===== config.mk =====
export PLATFORM = sky130hd
export DESIGN_NAME = tunnel_fragment_classifier_unit_flat
export DESIGN_NICKNAME = d
export VERILOG_FILES = /design/src/hw/rtl/tfc_pkg.sv /design/src/hw/rtl/tfc_if.sv /design/src/hw/rtl/tunnel_fragment_classifier_unit.sv /design/src/hw/rtl/tfc_classify.sv /design/src/hw/rtl/tfc_layout.sv /design/src/flat_wrapper.sv
export SDC_FILE = /design/constraint.sdc
export NUM_CORES = 1
export LEC_CHECK = 0
export BUFFER_PORTS_ARGS = -buffer_cell sky130_fd_sc_hd__buf_2
export CORE_ASPECT_RATIO = 0.8
export CORE_UTILIZATION = 40
export DETAILED_ROUTE_END_ITERATION = 12
export SLEW_MARGIN = 10
export SYNTH_ARGS = -nofsm -noshare
export SYNTH_HDL_FRONTEND = slang
export SYNTH_SLANG_ARGS = --single-unit

===== constraint.sdc =====
create_clock -name clk -period 17.55 [get_ports clk]
set_input_delay 3.51 -clock clk [delete_from_list [all_inputs] [get_ports clk]]
set_output_delay 3.51 -clock clk [all_outputs]
set_load 0.01 [all_outputs]

===== src/hw/rtl/tfc_pkg.sv =====
// Shared types and constants for the tunnel fragment classifier.
// Holds the request and result payload structs and the route, version and hop codes.
// No dependencies; every other file of the block refers to this package.
package tfc_pkg;

    // Bit positions inside the metadata and route words.
    localparam int LEN_MSB   = 15;
    localparam int L2_LSB    = 20;
    localparam int L2_MSB    = 26;
    localparam int V4_BIT    = 27;
    localparam int V6_BIT    = 28;
    localparam int HOP_LSB   = 28;
    localparam int HOP_MSB   = 30;

    localparam logic [2:0] HOP_FRAGMENT   = 3'd1;
    localparam logic [2:0] HOP_REASSEMBLE = 3'd2;

    localparam logic [2:0] ROUTE_FRAGMENT   = 3'd0;
    localparam logic [2:0] ROUTE_REASSEMBLE = 3'd1;
    localparam logic [2:0] ROUTE_UDF_LOW    = 3'd2;
    localparam logic [2:0] ROUTE_UDF_MID    = 3'd3;
    localparam logic [2:0] ROUTE_UDF_HIGH   = 3'd4;

    localparam logic [7:0] UDF_LOW_MIN  = 8'd1;
    localparam logic [7:0] UDF_LOW_MAX  = 8'd40;
    localparam logic [7:0] UDF_MID_MIN  = 8'd41;
    localparam logic [7:0] UDF_MID_MAX  = 8'd56;
    localparam logic [7:0] UDF_HIGH_MIN = 8'd65;
    localparam logic [7:0] UDF_HIGH_MAX = 8'd68;

    localparam logic [1:0] VER_UNKNOWN = 2'd0;
    localparam logic [1:0] VER_IPV4    = 2'd1;
    localparam logic [1:0] VER_IPV6    = 2'd2;

    localparam logic [5:0] V4_HDR_LEN   = 6'd20;
    localparam logic [5:0] V6_HDR_LEN   = 6'd40;
    localparam logic [3:0] V6_FRAG_LEN  = 4'd8;
    localparam logic [6:0] ALIGN_BYTES  = 7'd8;

    typedef struct packed {
        logic [31:0] metadata_word;
        logic [31:0] hop_word;
        logic [15:0] mtu_value;
        logic [7:0]  user_field;
        logic [15:0] buffer_extent;
    } tfc_desc_t;

    typedef struct packed {
        logic        classify_ok;
        logic [2:0]  route_code;
        logic [1:0]  ver_code;
        logic        version_ambiguous;
        logic        fragment_ok;
        logic [5:0]  net_hdr_len;
        logic [3:0]  extension_header_length;
        logic [15:0] orig_payload_len;
        logic [15:0] first_payload_length;
        logic [15:0] frag1_wire_len;
        logic [15:0] frag2_payload_len;
        logic [15:0] frag2_wire_len;
    } tfc_result_t;

    // Classification handed from the route picker to the layout unit.
    typedef struct packed {
        logic        ok;
        logic [2:0]  route_code;
        logic [1:0]  ver_code;
        logic        ambiguous;
        logic [6:0]  l2_offset;
        logic [15:0] pkt_len;
    } tfc_class_t;

endpackage


===== src/hw/rtl/tfc_if.sv =====
// Handshake channel interfaces for the tunnel fragment classifier.
// Depends on tfc_pkg for the request and result payload structs.
interface tfc_desc_if;
    logic                  valid;
    logic                  ready;
    tfc_pkg::tfc_desc_t    data;

    modport source (output valid, output data, input ready);
    modport sink   (input valid, input data, output ready);
endinterface

interface tfc_result_if;
    logic                  valid;
    logic                  ready;
    tfc_pkg::tfc_result_t  data;

    modport source (output valid, output data, input ready);
    modport sink   (input valid, input data, output ready);
endinterface


===== src/hw/rtl/tunnel_fragment_classifier_unit.sv =====
// Top level of the tunnel fragment classifier: input register, classify and layout
// logic, result register. Depends on tfc_pkg, tfc_if, tfc_classify and tfc_layout.
//
// Usage:
//   desc   - request channel carrying one packet descriptor (metadata word, route
//            word, MTU, user field, buffer extent). A request is taken at a rising
//            edge where valid and ready are both high.
//   result - one result per request, in request order, same handshake.
//   The input register feeds the result register through the classify and layout
//   arithmetic, and result.valid comes from the result register. Throughput is one
//   request per cycle while result.ready stays high; the two registers form a
//   two-stage pipeline whose stages each advance when the stage after them is
//   empty or being emptied.
//   When the receiver holds result.ready low, the result register holds its
//   value, the input register fills behind it, and desc.ready then drops until
//   the result is taken. No request is lost or repeated.
//   Reset (rst_n low, asynchronous) empties both stages; there is no other
//   state and no configuration.
module tunnel_fragment_classifier_unit #(
    parameter int MIN_DESCRIPTOR_LENGTH = 16
) (
    input  logic                 clk,
    input  logic                 rst_n,
    tfc_desc_if.sink             desc,
    tfc_result_if.source         result
);

    logic                  in_valid_reg;
    logic                  in_valid_next;
    tfc_pkg::tfc_desc_t    in_data_reg;
    logic                  out_valid_reg;
    logic                  out_valid_next;
    tfc_pkg::tfc_result_t  out_data_reg;

    tfc_pkg::tfc_class_t   cls;
    tfc_pkg::tfc_result_t  res;
    logic                  out_load;
    logic                  in_load;

    tfc_classify #(
        .MIN_DESCRIPTOR_LENGTH (MIN_DESCRIPTOR_LENGTH)
    ) u_classify (
        .desc (in_data_reg),
        .cls  (cls)
    );

    tfc_layout u_layout (
        .cls (cls),
        .mtu (in_data_reg.mtu_value),
        .res (res)
    );

    assign out_load   = in_valid_reg && (!out_valid_reg || result.ready);
    assign desc.ready = !in_valid_reg || out_load;
    assign in_load    = desc.valid && desc.ready;

    always_comb
    begin
        in_valid_next = in_valid_reg;
        if (in_load)
        begin
            in_valid_next = 1'b1;
        end
        else if (out_load)
        begin
            in_valid_next = 1'b0;
        end
    end

    always_comb
    begin
        out_valid_next = out_valid_reg;
        if (out_load)
        begin
            out_valid_next = 1'b1;
        end
        else if (result.ready)
        begin
            out_valid_next = 1'b0;
        end
    end

    always_ff @(posedge clk or negedge rst_n)
    begin
        if (!rst_n)
        begin
            in_valid_reg  <= 1'b0;
            out_valid_reg <= 1'b0;
        end
        else
        begin
            in_valid_reg  <= in_valid_next;
            out_valid_reg <= out_valid_next;
        end
    end

    always_ff @(posedge clk)
    begin
        if (in_load)
        begin
            in_data_reg <= desc.data;
        end
        if (out_load)
        begin
            out_data_reg <= res;
        end
    end

    assign result.valid = out_valid_reg;
    assign result.data  = out_data_reg;

    // A fragment layout is only ever reported on a classified fragment route.
    a_frag_needs_route: assert property (@(posedge clk) disable iff (!rst_n)
        result.valid && result.data.fragment_ok |->
            result.data.classify_ok
            && (result.data.route_code == tfc_pkg::ROUTE_FRAGMENT))
        else $error("fragment layout reported without a fragment route");

    // The layout splits the payload on an 8-byte boundary with nothing lost.
    a_split_consistent: assert property (@(posedge clk) disable iff (!rst_n)
        result.valid && result.data.fragment_ok |->
            (result.data.first_payload_length[2:0] == 3'b000)
            && (16'(result.data.first_payload_length
                    + result.data.frag2_payload_len)
                == result.data.orig_payload_len))
        else $error("fragment payload split is inconsistent");

    // A rejected descriptor carries no route or version information.
    a_reject_zero: assert property (@(posedge clk) disable iff (!rst_n)
        result.valid && !result.data.classify_ok |->
            (result.data.route_code == tfc_pkg::ROUTE_FRAGMENT)
            && (result.data.ver_code == tfc_pkg::VER_UNKNOWN)
            && !result.data.version_ambiguous && !result.data.fragment_ok)
        else $error("rejected descriptor has nonzero result fields");

    // A held input stage keeps its request until the result stage frees up.
    a_stage_holds: assert property (@(posedge clk) disable iff (!rst_n)
        in_valid_reg && !out_load |=> in_valid_reg && $stable(in_data_reg))
        else $error("input stage dropped a pending request");

endmodule


===== src/hw/rtl/tfc_classify.sv =====
// Descriptor check and route selection for the tunnel fragment classifier.
// Depends on tfc_pkg for field positions, codes and the classification struct.
module tfc_classify #(
    parameter int MIN_DESCRIPTOR_LENGTH = 16
) (
    input  tfc_pkg::tfc_desc_t   desc,
    output tfc_pkg::tfc_class_t  cls
);

    logic [15:0] plen;
    logic [2:0]  hop;
    logic        v4;
    logic        v6;
    logic        length_ok;
    logic        route_found;
    logic [2:0]  code;

    assign plen = desc.metadata_word[tfc_pkg::LEN_MSB:0];
    assign hop  = desc.hop_word[tfc_pkg::HOP_MSB:tfc_pkg::HOP_LSB];
    assign v4   = desc.metadata_word[tfc_pkg::V4_BIT];
    assign v6   = desc.metadata_word[tfc_pkg::V6_BIT];

    assign length_ok = (desc.buffer_extent >= 16'(MIN_DESCRIPTOR_LENGTH))
                    && (plen >= 16'(MIN_DESCRIPTOR_LENGTH))
                    && (plen <= desc.buffer_extent);

    // Hop flags take priority over the user-field ranges.
    always_comb
    begin
        route_found = 1'b1;
        code        = tfc_pkg::ROUTE_FRAGMENT;
        if (hop == tfc_pkg::HOP_FRAGMENT)
        begin
            code = tfc_pkg::ROUTE_FRAGMENT;
        end
        else if (hop == tfc_pkg::HOP_REASSEMBLE)
        begin
            code = tfc_pkg::ROUTE_REASSEMBLE;
        end
        else if (desc.user_field inside {[tfc_pkg::UDF_LOW_MIN:tfc_pkg::UDF_LOW_MAX]})
        begin
            code = tfc_pkg::ROUTE_UDF_LOW;
        end
        else if (desc.user_field inside {[tfc_pkg::UDF_MID_MIN:tfc_pkg::UDF_MID_MAX]})
        begin
            code = tfc_pkg::ROUTE_UDF_MID;
        end
        else if (desc.user_field inside {[tfc_pkg::UDF_HIGH_MIN:tfc_pkg::UDF_HIGH_MAX]})
        begin
            code = tfc_pkg::ROUTE_UDF_HIGH;
        end
        else
        begin
            route_found = 1'b0;
        end
    end

    always_comb
    begin
        cls.ok            = length_ok && route_found;
        cls.route_code    = code;
        cls.ambiguous     = (v4 == v6);
        cls.l2_offset     = desc.metadata_word[tfc_pkg::L2_MSB:tfc_pkg::L2_LSB];
        cls.pkt_len       = plen;
        if (v4 && !v6)
        begin
            cls.ver_code = tfc_pkg::VER_IPV4;
        end
        else if (v6 && !v4)
        begin
            cls.ver_code = tfc_pkg::VER_IPV6;
        end
        else
        begin
            cls.ver_code = tfc_pkg::VER_UNKNOWN;
        end
    end

endmodule


===== src/hw/rtl/tfc_layout.sv =====
// Two-fragment layout arithmetic and final result assembly.
// Depends on tfc_pkg for header sizes, codes and the payload structs.
module tfc_layout (
    input  tfc_pkg::tfc_class_t   cls,
    input  logic [15:0]           mtu,
    output tfc_pkg::tfc_result_t  res
);

    logic [5:0]  nh;
    logic [3:0]  eh;
    logic [6:0]  hdr_total;
    logic [7:0]  l2_nh;
    logic [7:0]  prefix;
    logic [16:0] l2_mtu;
    logic [15:0] orig;
    logic [15:0] room;
    logic [15:0] cap;
    logic [15:0] second;
    logic [16:0] w1;
    logic [16:0] w2;
    logic        plan_ok;
    logic        layout_ok;

    always_comb
    begin
        if (cls.ver_code == tfc_pkg::VER_IPV6)
        begin
            nh = tfc_pkg::V6_HDR_LEN;
            eh = tfc_pkg::V6_FRAG_LEN;
        end
        else
        begin
            nh = tfc_pkg::V4_HDR_LEN;
            eh = 4'd0;
        end
    end

    assign hdr_total = 7'(nh) + 7'(eh);
    assign l2_nh     = 8'(cls.l2_offset) + 8'(nh);
    assign prefix    = 8'(cls.l2_offset) + 8'(hdr_total);
    assign l2_mtu    = 17'(cls.l2_offset) + 17'(mtu);

    // Differences may wrap when the plan is rejected; the result is masked then.
    assign orig   = cls.pkt_len - 16'(l2_nh);
    assign room   = mtu - 16'(hdr_total);
    assign cap    = {room[15:3], 3'b000};
    assign second = orig - cap;
    assign w1     = 17'(prefix) + 17'(cap);
    assign w2     = 17'(prefix) + 17'(second);

    assign plan_ok = cls.ok
                  && (cls.route_code == tfc_pkg::ROUTE_FRAGMENT)
                  && (l2_mtu < 17'(cls.pkt_len))
                  && !cls.ambiguous
                  && (cls.ver_code != tfc_pkg::VER_UNKNOWN)
                  && (mtu >= 16'(hdr_total) + 16'(tfc_pkg::ALIGN_BYTES))
                  && (cls.pkt_len > 16'(l2_nh));

    assign layout_ok = plan_ok
                    && (cap != 16'd0)
                    && (cap < orig)
                    && !w1[16]
                    && !w2[16];

    always_comb
    begin
        res = '0;
        if (cls.ok)
        begin
            res.classify_ok       = 1'b1;
            res.route_code        = cls.route_code;
            res.ver_code          = cls.ver_code;
            res.version_ambiguous = cls.ambiguous;
        end
        if (layout_ok)
        begin
            res.fragment_ok             = 1'b1;
            res.net_hdr_len             = nh;
            res.extension_header_length = eh;
            res.orig_payload_len        = orig;
            res.first_payload_length    = cap;
            res.frag1_wire_len          = w1[15:0];
            res.frag2_payload_len       = second;
            res.frag2_wire_len          = w2[15:0];
        end
    end

endmodule


===== src/flat_wrapper.sv =====
// flat-port wrapper written by rule: the top's interface ports become plain ports
module tunnel_fragment_classifier_unit_flat 
#(
    parameter int MIN_DESCRIPTOR_LENGTH = 16
)
  (clk, rst_n, desc_valid, desc_data, desc_ready, result_valid, result_data, result_ready);
  tfc_desc_if desc_i ();
  tfc_result_if result_i ();
  input  logic clk;
  input  logic rst_n;
  input wire logic [$bits(desc_i.valid)-1:0] desc_valid;
  input wire logic [$bits(desc_i.data)-1:0] desc_data;
  output wire logic [$bits(desc_i.ready)-1:0] desc_ready;
  output wire logic [$bits(result_i.valid)-1:0] result_valid;
  output wire logic [$bits(result_i.data)-1:0] result_data;
  input wire logic [$bits(result_i.ready)-1:0] result_ready;
  assign desc_i.valid = desc_valid;
  assign desc_i.data = desc_data;
  assign desc_ready = desc_i.ready;
  assign result_valid = result_i.valid;
  assign result_data = result_i.data;
  assign result_i.ready = result_ready;
  tunnel_fragment_classifier_unit #(.MIN_DESCRIPTOR_LENGTH(MIN_DESCRIPTOR_LENGTH)) u_core (.clk(clk), .rst_n(rst_n), .desc(desc_i), .result(result_i));
endmodule

# Word-level counts from Yosys, hierarchy flattened
# Cells that the tools add are included.
# W data, S select, Z words.
[totals] ff_bits=200 inputBits=108 output_inout_bits=100 word_cells=101
[classes] n_addsub=10 n_lt_le_gt_ge=13 eq_ne=4 mux=20 n_reduce_logical=34
[ops] operator="$mux W91" n=1
[ops] operator="$add A8 B16 Y17" n=2
[ops] operator="$ge A16 B5 Y1 const B" n=2
[ops] operator="$logic_and A1 B1 Y1" n=20
[ops] operator="$add A7 B16 Y17" n=1
[ops] operator="$lt A17 B16 Y1" n=1
[ops] operator="$ge A16 B8 Y1" n=1
[ops] operator="$gt A16 B8 Y1" n=1
[ops] operator="$le A16 B16 Y1" n=1
[ops] operator="$le A8 B6 Y1 const B" n=2
[ops] operator="$lt A16 B16 Y1" n=1
[ops] operator="$reduce_bool A16 Y1" n=1
[ops] operator="$sub A16 B16 Y16" n=1
[ops] operator="$sub A16 B7 Y16" n=1
[ops] operator="$sub A16 B8 Y16" n=1
[ops] operator="$mux W3" n=5
[ops] operator="$mux W1" n=9
[ops] operator="$add A7 B4 Y8 const B" n=1
[ops] operator="$add A7 B6 Y8" n=1
[ops] operator="$add A7 B7 Y8" n=1
[ops] operator="$ge A8 B1 Y1 const B" n=1
[ops] operator="$ge A8 B6 Y1 const B" n=1
[ops] operator="$ge A8 B7 Y1 const B" n=1
[ops] operator="$le A8 B7 Y1 const B" n=1
[ops] operator="other kinds (13)" n=23

# Longest topological paths before layout
# Gate-level depths: netlist of the first run.
[depth] ltp_word=19 depth_mapped=29 mapped_depth_nobuf=26

# Hierarchy
# From an unflattened synthesis of the first run, not the netlist that was laid out.
[hier_totals] hier_cells=953 hier_area_um2=11224.5
[modules_own_cells] module="tunnel_fragment_classifier_unit" n_inst=1 cells_each=210 area_per_inst_um2=6169.7 seq_area_each_um2=6115.9
[modules_own_cells] module="tfc_layout" n_inst=1 cells_each=632 area_per_inst_um2=4240.3 seq_area_each_um2=0.0
[modules_own_cells] module="tfc_classify" n_inst=1 cells_each=111 area_per_inst_um2=814.5 seq_area_each_um2=0.0

# Least setup slack after synthesis of the first run
# OpenSTA, ideal clock, no wires.
[synth_timing] path_type="input port to output port" startpoint="input result_ready" endpoint="output desc_ready" arrival_time_ns=3.719 required_ns=14.040 path_slack_ns=10.321 cell_stages=1 n_path_buf=0 cell_sequence="nand3b_1"
[synth_via] elab_chain_len=3
[synth_lines] element="start, declared" line_no="flat_wrapper.sv:16" text="input wire logic [$bits(result_i.ready)-1:0] result_ready;"
[synth_lines] element="$logic_or A1 B1 Y1" line_no="tunnel_fragment_classifier_unit.sv:53" text="assign out_load = in_valid_reg && (!out_valid_reg || result.ready);"
[synth_lines] element="$logic_and A1 B1 Y1" line_no="tunnel_fragment_classifier_unit.sv:53"
[synth_lines] element="$logic_or A1 B1 Y1" line_no="tunnel_fragment_classifier_unit.sv:54" text="assign desc.ready = !in_valid_reg || out_load;"
[synth_lines] element="end, declared" line_no="flat_wrapper.sv:13" text="output wire logic [$bits(desc_i.ready)-1:0] desc_ready;"
# Every way passes these cells.

# Final worst setup path of the first run
# Same ends and word-level chain as after synthesis.

==> metrics.json, run 1 <==
{
  "outcome": "finished, final reports clean",
  "timing.max_slew.rel_slack": 0.298,
  "tightestPinTransition_ns": 1.05,
  "setup_repair_after_global_routing_missed_its_margin": "false",
  "total_leakage_power_nw": 4.68,
  "drt-wirelength-per-cell_microns": 15.5,
  "worst_ep_required_time_ns": 14.04,
  "setup_tns_ns": 0,
  "post-route-period-util": 0.426,
  "sw_frac_of_total": 0.329,
  "comb_power_share": 0.319,
  "internal_power_mw": 0.805,
  "worstHoldPathType": "register to register",
  "worst-setup-path-type": "primary input to output port",
  "drc_errors": 0,
  "worst-path-max-fanout": 3,
  "yosysSeqAreaShare": 0.508,
  "grt_overflow": 0,
  "cts-root-buf": "sky130_fd_sc_hd__clkbuf_16",
  "seq_power_share": 0.375,
  "async_reset_ff_frac": 0.0130,
  "postCtsResizedCells": 0,
  "power_switching_mw": 0.395,
  "post-dp-hpwl_mm": 15.7,
  "first_global_vias": 6111,
  "met3WireLength_mm": 1.15,
  "synth_area_sq_um": 9090,
  "cts_hold_repair.buffers": 0,
  "synth.ff_latch_count": 154,
  "die_h_microns": 137,
  "ioPinCount": 208,
  "synth-edff-count": 152,
  "synth_top_flop_cell": "sky130_fd_sc_hd__edfxtp_1",
  "clock_power_share": 0.306,
  "clock_tree_from_tritoncts": "built",
  "power.density_cell_area_nw_per_um2": 111,
  "synth.yosys.warnings": 0,
  "fp.dieArea_sq_um": 23300,
  "synth_largest_type_area_fraction": 0.502,
  "post_synth_top_area_cell": "sky130_fd_sc_hd__edfxtp_1",
  "clk_path_buf_depth": 2,
  "max-cap-violations": 0,
  "gpl_congestion": 0.886,
  "power.ir.vdd_worst_uv": 54.3,
  "port-buffer-count": 163,
  "slew_viol_final": 0,
  "layout-drive-gt1-share": 0.215,
  "syn-mean-instance-area_sq_um": 11.3,
  "syn-instance-count": 805,
  "synth.top_cells.by_count": "152 x sky130_fd_sc_hd__edfxtp_1, 88 x sky130_fd_sc_hd__nor2_1, 82 x sky130_fd_sc_hd__ha_1",
  "drt_first_pass_iters": 5,
  "dr_total_vias": 6364,
  "fin_crit_ns": 7.47,
  "clock_skew_ns": 0.0183,
  "cts_htree_levels": 4,
  "num_rows": 48,
  "route.layer.met1.wl_mm": 10.0,
  "horizontal_die_dimension_microns": 171,
  "clock-sinks": 154,
  "grt_start_max_net_pins": 85,
  "max_clock_freq_mhz": 134,
  "worst-endpoint-arrival_ns": 3.96,
  "via_per_inst": 4.94,
  "final-hold-violation-count": 0,
  "cts_inserted_buffers": 17,
  "flow.area_growth_from_synthesis_pct": 18.6,
  "grt_first_pass_wirelength_mm": 31.5,
  "worstSkewPairLatency_ns": 0.44,
  "gr-usage-all-layers": 0.181,
  "setup.worst_path.end_class": "output port",
  "clk_pin_slew_worst_paths_ns": 0.06,
  "report.final.setup_viol": 0,
  "totalPowerFinal_mw": 1.20,
  "wirelength_mm": 20.0,
  "met2WireLength_mm": 8.62,
  "top_layer": "met5",
  "ys_top_cells_by_area": "sky130_fd_sc_hd__edfxtp_1 50%, sky130_fd_sc_hd__ha_1 11%, sky130_fd_sc_hd__xnor2_1 4.8%",
  "post_synth_num_cell_types": 54,
  "postCtsSetupBuffers": 0,
  "critPathLaunchType": "primary input",
  "grt_antenna_before_repair": 1,
  "initial_core_util": 0.414,
  "ant_nets": 0,
  "antenna-diode-count": 0,
  "core_area_sq_um": 21900,
  "detail_route.iter0.violations": 344,
  "largest_register_ff_count": 84,
  "nNetsFinal": 1171,
  "synthMostInstantiatedCell": "sky130_fd_sc_hd__edfxtp_1"
}
## cell usage in the layout, fill, tap and decap left out, types with 25 or more instances in the layout
master	synthesis	routed
sky130_fd_sc_hd__edfxtp_1	152	152
sky130_fd_sc_hd__inv_1	81	81
sky130_fd_sc_hd__xor2_1	25	25
sky130_fd_sc_hd__ha_1	82	82
sky130_fd_sc_hd__nor2_1	88	88
sky130_fd_sc_hd__a21o_1	30	30
sky130_fd_sc_hd__a21oi_1	41	41
sky130_fd_sc_hd__nor2b_1	25	25
sky130_fd_sc_hd__buf_2	6	163
sky130_fd_sc_hd__xnor2_1	50	50
## cell type report
cell class | instances | area [sq um]
Clock buffer | 17 | 425
Clock inverter | 15 | 164
Fill cell | 2031 | 11100
Inverter | 81 | 304
Multi-Input combinational cell | 552 | 4030
Sequential cell | 154 | 4610
Tap cell | 300 | 375
Timing Repair Buffer | 169 | 861
## critical path: stages
cell	delay, ns
sky130_fd_sc_hd__buf_2	0.10
sky130_fd_sc_hd__nand3b_1	0.19
sky130_fd_sc_hd__buf_2	0.17
## per-layer routing
metal,vias up,GRT usage
li1,3207,-
met1,2951,0.256
met2,185,0.278
met3,19,0.0422
met4,2,0.0470
met5,-,0
## worst paths after layout
check / endpoint / slack [ns] / start / depth (start not counted)
max: desc_ready / 10.08 / result_ready / 3
min: u_core.result.valid$_DFFE_PN0P_ / 0.50 / u_core.in_valid_reg$_DFFE_PN0P_ / 1
max reg2reg: u_core.result.data[6]$_SDFFCE_PN0P_ / 10.25 / u_core.in_data_reg[99]$_DFFE_PP_ / 26
min reg2reg: u_core.result.valid$_DFFE_PN0P_ / 0.50 / u_core.in_valid_reg$_DFFE_PN0P_ / 1
max in group asynchronous: u_core.result.valid$_DFFE_PN0P_ / 14.60 / rst_n / 1
min in group asynchronous: u_core.in_valid_reg$_DFFE_PN0P_ / 2.85 / rst_n / 1
## cells by family after synthesis
kind of cell | after synthesis | share of synthesized area
simple gates | 243 | 0.138
flops | 154 | 0.508
buf+inv | 106 | 0.0525
fa+ha+maj | 88 | 0.126
compound gates | 136 | 0.0983
xor+xnor | 77 | 0.0766
other cells | 1 | 0.000413
## per-stage QoR
stage | cells | utilization | worst slack [ns] | instance area, sq um | hold slack, ns
6_report | 1288 | 0.492 | 10.08 | 10800 | 0.500
5_1_grt | 1288 | 0.492 | 9.72 | 10800 | 0.553
4_1_cts | 1288 | 0.492 | 10.08 | 10800 | 0.501
3_5_place_dp | 1256 | 0.465 | 10.08 | 10200 | 0.483
3_3_place_gp | 1256 | 0.465 | 10.09 | 10200 | 0.484
2_1_floorplan | 812 | - | 10.32 | 9110 | 0.449
## power by group through the flow
| stage | Clock, mW | Combinational, mW | Sequential, mW |
|---|---|---|---|
| 2_1_floorplan | 0 | 0.283 | 0.462 |
| 3_3_place_gp | 0 | 0.377 | 0.458 |
| 3_5_place_dp | 0 | 0.381 | 0.458 |
| 4_1_cts | 0.377 | 0.384 | 0.450 |
| 5_1_grt | 0.390 | 0.433 | 0.453 |
| 6_report | 0.367 | 0.383 | 0.450 |
Note: power is estimated with default switching activity, not from simulation.
==> run 2, diff against run 1 <==
==> constraint.sdc (replaced) <==
create_clock -name clk -period 7.7 [get_ports clk]
set_input_delay 1.54 -clock clk [delete_from_list [all_inputs] [get_ports clk]]
set_output_delay 1.54 -clock clk [all_outputs]
set_load 0.01 [all_outputs]
==> metrics.json, run 2 (synthesis results as in run 1) <==
{
  "outcome": "finished, final reports clean",
  "worst-setup-path-type": "register to register",
  "drt_first_pass_iters": 5,
  "worst_ep_required_time_ns": 7.95,
  "antenna-diode-count": 0,
  "final_cell_count_no_fill": 1287,
  "seq_power_share": 0.379,
  "core_area_sq_um": 21900,
  "finish.instance_area_sq_um": 10800,
  "grt_antenna_before_repair": 0,
  "final-hold-violation-count": 0,
  "r2r_start": "u_core.in_data_reg[100]$_DFFE_PP_",
  "internal_power_mw": 1.80,
  "comb_power_share": 0.324,
  "nNetsFinal": 1170,
  "clk_path_buf_depth": 2,
  "gr-usage-all-layers": 0.182,
  "layout-drive-gt1-share": 0.214,
  "ioPinCount": 208,
  "setup_repair_after_global_routing_missed_its_margin": "false",
  "port-buffer-count": 163,
  "max_clock_freq_mhz": 138,
  "clk_pin_slew_worst_paths_ns": 0.07,
  "setup.worst_path.end_class": "register",
  "ant_nets": 0,
  "cts_inserted_buffers": 17,
  "most_common_cell_after_layout_fill_and_taps_aside": "sky130_fd_sc_hd__buf_2",
  "power.ir.vdd_worst_uv": 111,
  "setup_tns_ns": 0,
  "grt_first_pass_wirelength_mm": 31.9,
  "worstSkewPairLatency_ns": 0.43,
  "sw_frac_of_total": 0.335,
  "crit_top_cell": "sky130_fd_sc_hd__ha_1",
  "totalPowerFinal_mw": 2.71,
  "clock_power_share": 0.298,
  "flow.area_growth_from_synthesis_pct": 18.4,
  "cts_hold_repair.buffers": 0,
  "gpl_congestion": 0.881,
  "postCtsSetupBuffers": 0,
  "slew_viol_final": 0,
  "dp_slack_ns": 0.536,
  "regToRegSetupSlack_ns": 0.48,
  "horizontal_die_dimension_microns": 171,
  "cp-startpoint": "u_core.in_data_reg[100]$_DFFE_PP_",
  "final_util": 0.491,
  "postCtsResizedCells": 0,
  "die_h_microns": 137,
  "cts_htree_levels": 4,
  "final.hold.worst_slack_ns": 0.489,
  "critical_path.top_delay_family": "simple AND/OR/NAND/NOR gates",
  "wirelength_mm": 20.0,
  "worst-path-max-fanout": 46,
  "largest_register_ff_count": 84,
  "detail_route.iter0.violations": 443,
  "dr_total_vias": 6259,
  "worst-endpoint-arrival_ns": 7.47,
  "drc_errors": 0,
  "post-route-period-util": 0.938,
  "clock_skew_ns": 0.0115,
  "critical_path.max_stage_delay_ns": 0.62,
  "critPathLaunchType": "register",
  "report.final.setup_viol": 0,
  "via_per_inst": 4.86,
  "clock-sinks": 154,
  "drt-wirelength-per-cell_microns": 15.5,
  "fin_crit_ns": 7.22,
  "placedInstanceArea_sq_um": 10200,
  "power.density_cell_area_nw_per_um2": 252,
  "total_leakage_power_nw": 4.67,
  "power_switching_mw": 0.909,
  "cp_num_buf_inv": 4,
  "timing.max_slew.rel_slack": 0.272,
  "num_rows": 48,
  "first_global_vias": 6167,
  "cts-root-buf": "sky130_fd_sc_hd__clkbuf_16",
  "tightestPinTransition_ns": 1.09,
  "worst_path_max_delay_cell": "sky130_fd_sc_hd__a211oi_1",
  "hold_start": "u_core.in_valid_reg$_DFFE_PN0P_",
  "nFillCells": 2020,
  "grt_overflow": 0,
  "grt_start_max_net_pins": 85,
  "fp.dieArea_sq_um": 23300,
  "worst_slack_ns": 0.476,
  "initial_core_util": 0.414,
  "clock_tree_from_tritoncts": "built",
  "top_library_cells_by_usage_in_the_layout_fill_and_taps_aside": "163 x sky130_fd_sc_hd__buf_2, 152 x sky130_fd_sc_hd__edfxtp_1, 88 x sky130_fd_sc_hd__nor2_1, 82 x sky130_fd_sc_hd__ha_1, 81 x sky130_fd_sc_hd__inv_1",
  "post-dp-hpwl_mm": 15.7,
  "max-cap-violations": 0,
  "place_inst": 1255,
  "worstHoldPathType": "register to register"
}
[run 2: layer usage]
layer	part of all wire	wire, microns	vias up	track usage
met5	0	0	-	0
met4	0.0089	177	0	0.0455
met3	0.056	1110	13	0.0414
met2	0.42	8470	171	0.273
met1	0.51	10200	2873	0.265
li1	-	-	3202	-
[run 2: final cells by class]
type                    instances  area [sq um]  area share
clock buffers                  17           425      0.0395
well taps                     300           375      0.0349
flip-flops and latches        154          4610       0.429
inverters                      81           304      0.0283
clock inverters                15           140      0.0130
repair buffers                168           866      0.0805
multi-input cells             552          4030       0.375
[run 2: final timing paths]
path | to | depth (start not counted)
worst max-delay path | u_core.result.data[6]$_SDFFCE_PN0P_ | 25
worst min-delay path | u_core.result.valid$_DFFE_PN0P_ | 1
worst max register to register | u_core.result.data[6]$_SDFFCE_PN0P_ | 25
worst min register to register | u_core.result.valid$_DFFE_PN0P_ | 1
max in group asynchronous | u_core.in_valid_reg$_DFFE_PN0P_ | 1
min in group asynchronous | u_core.result.valid$_DFFE_PN0P_ | 1
[run 2: power by group through the flow]
stage                     combinational (mW)  clock (mW)  sequential [mW]
after detailed placement               0.873           0             1.04
after CTS                              0.879       0.823             1.03
after floorplan                        0.644           0             1.05
after global routing                   0.991       0.857             1.03
after global placement                 0.864           0             1.04
final                                  0.878       0.808             1.03
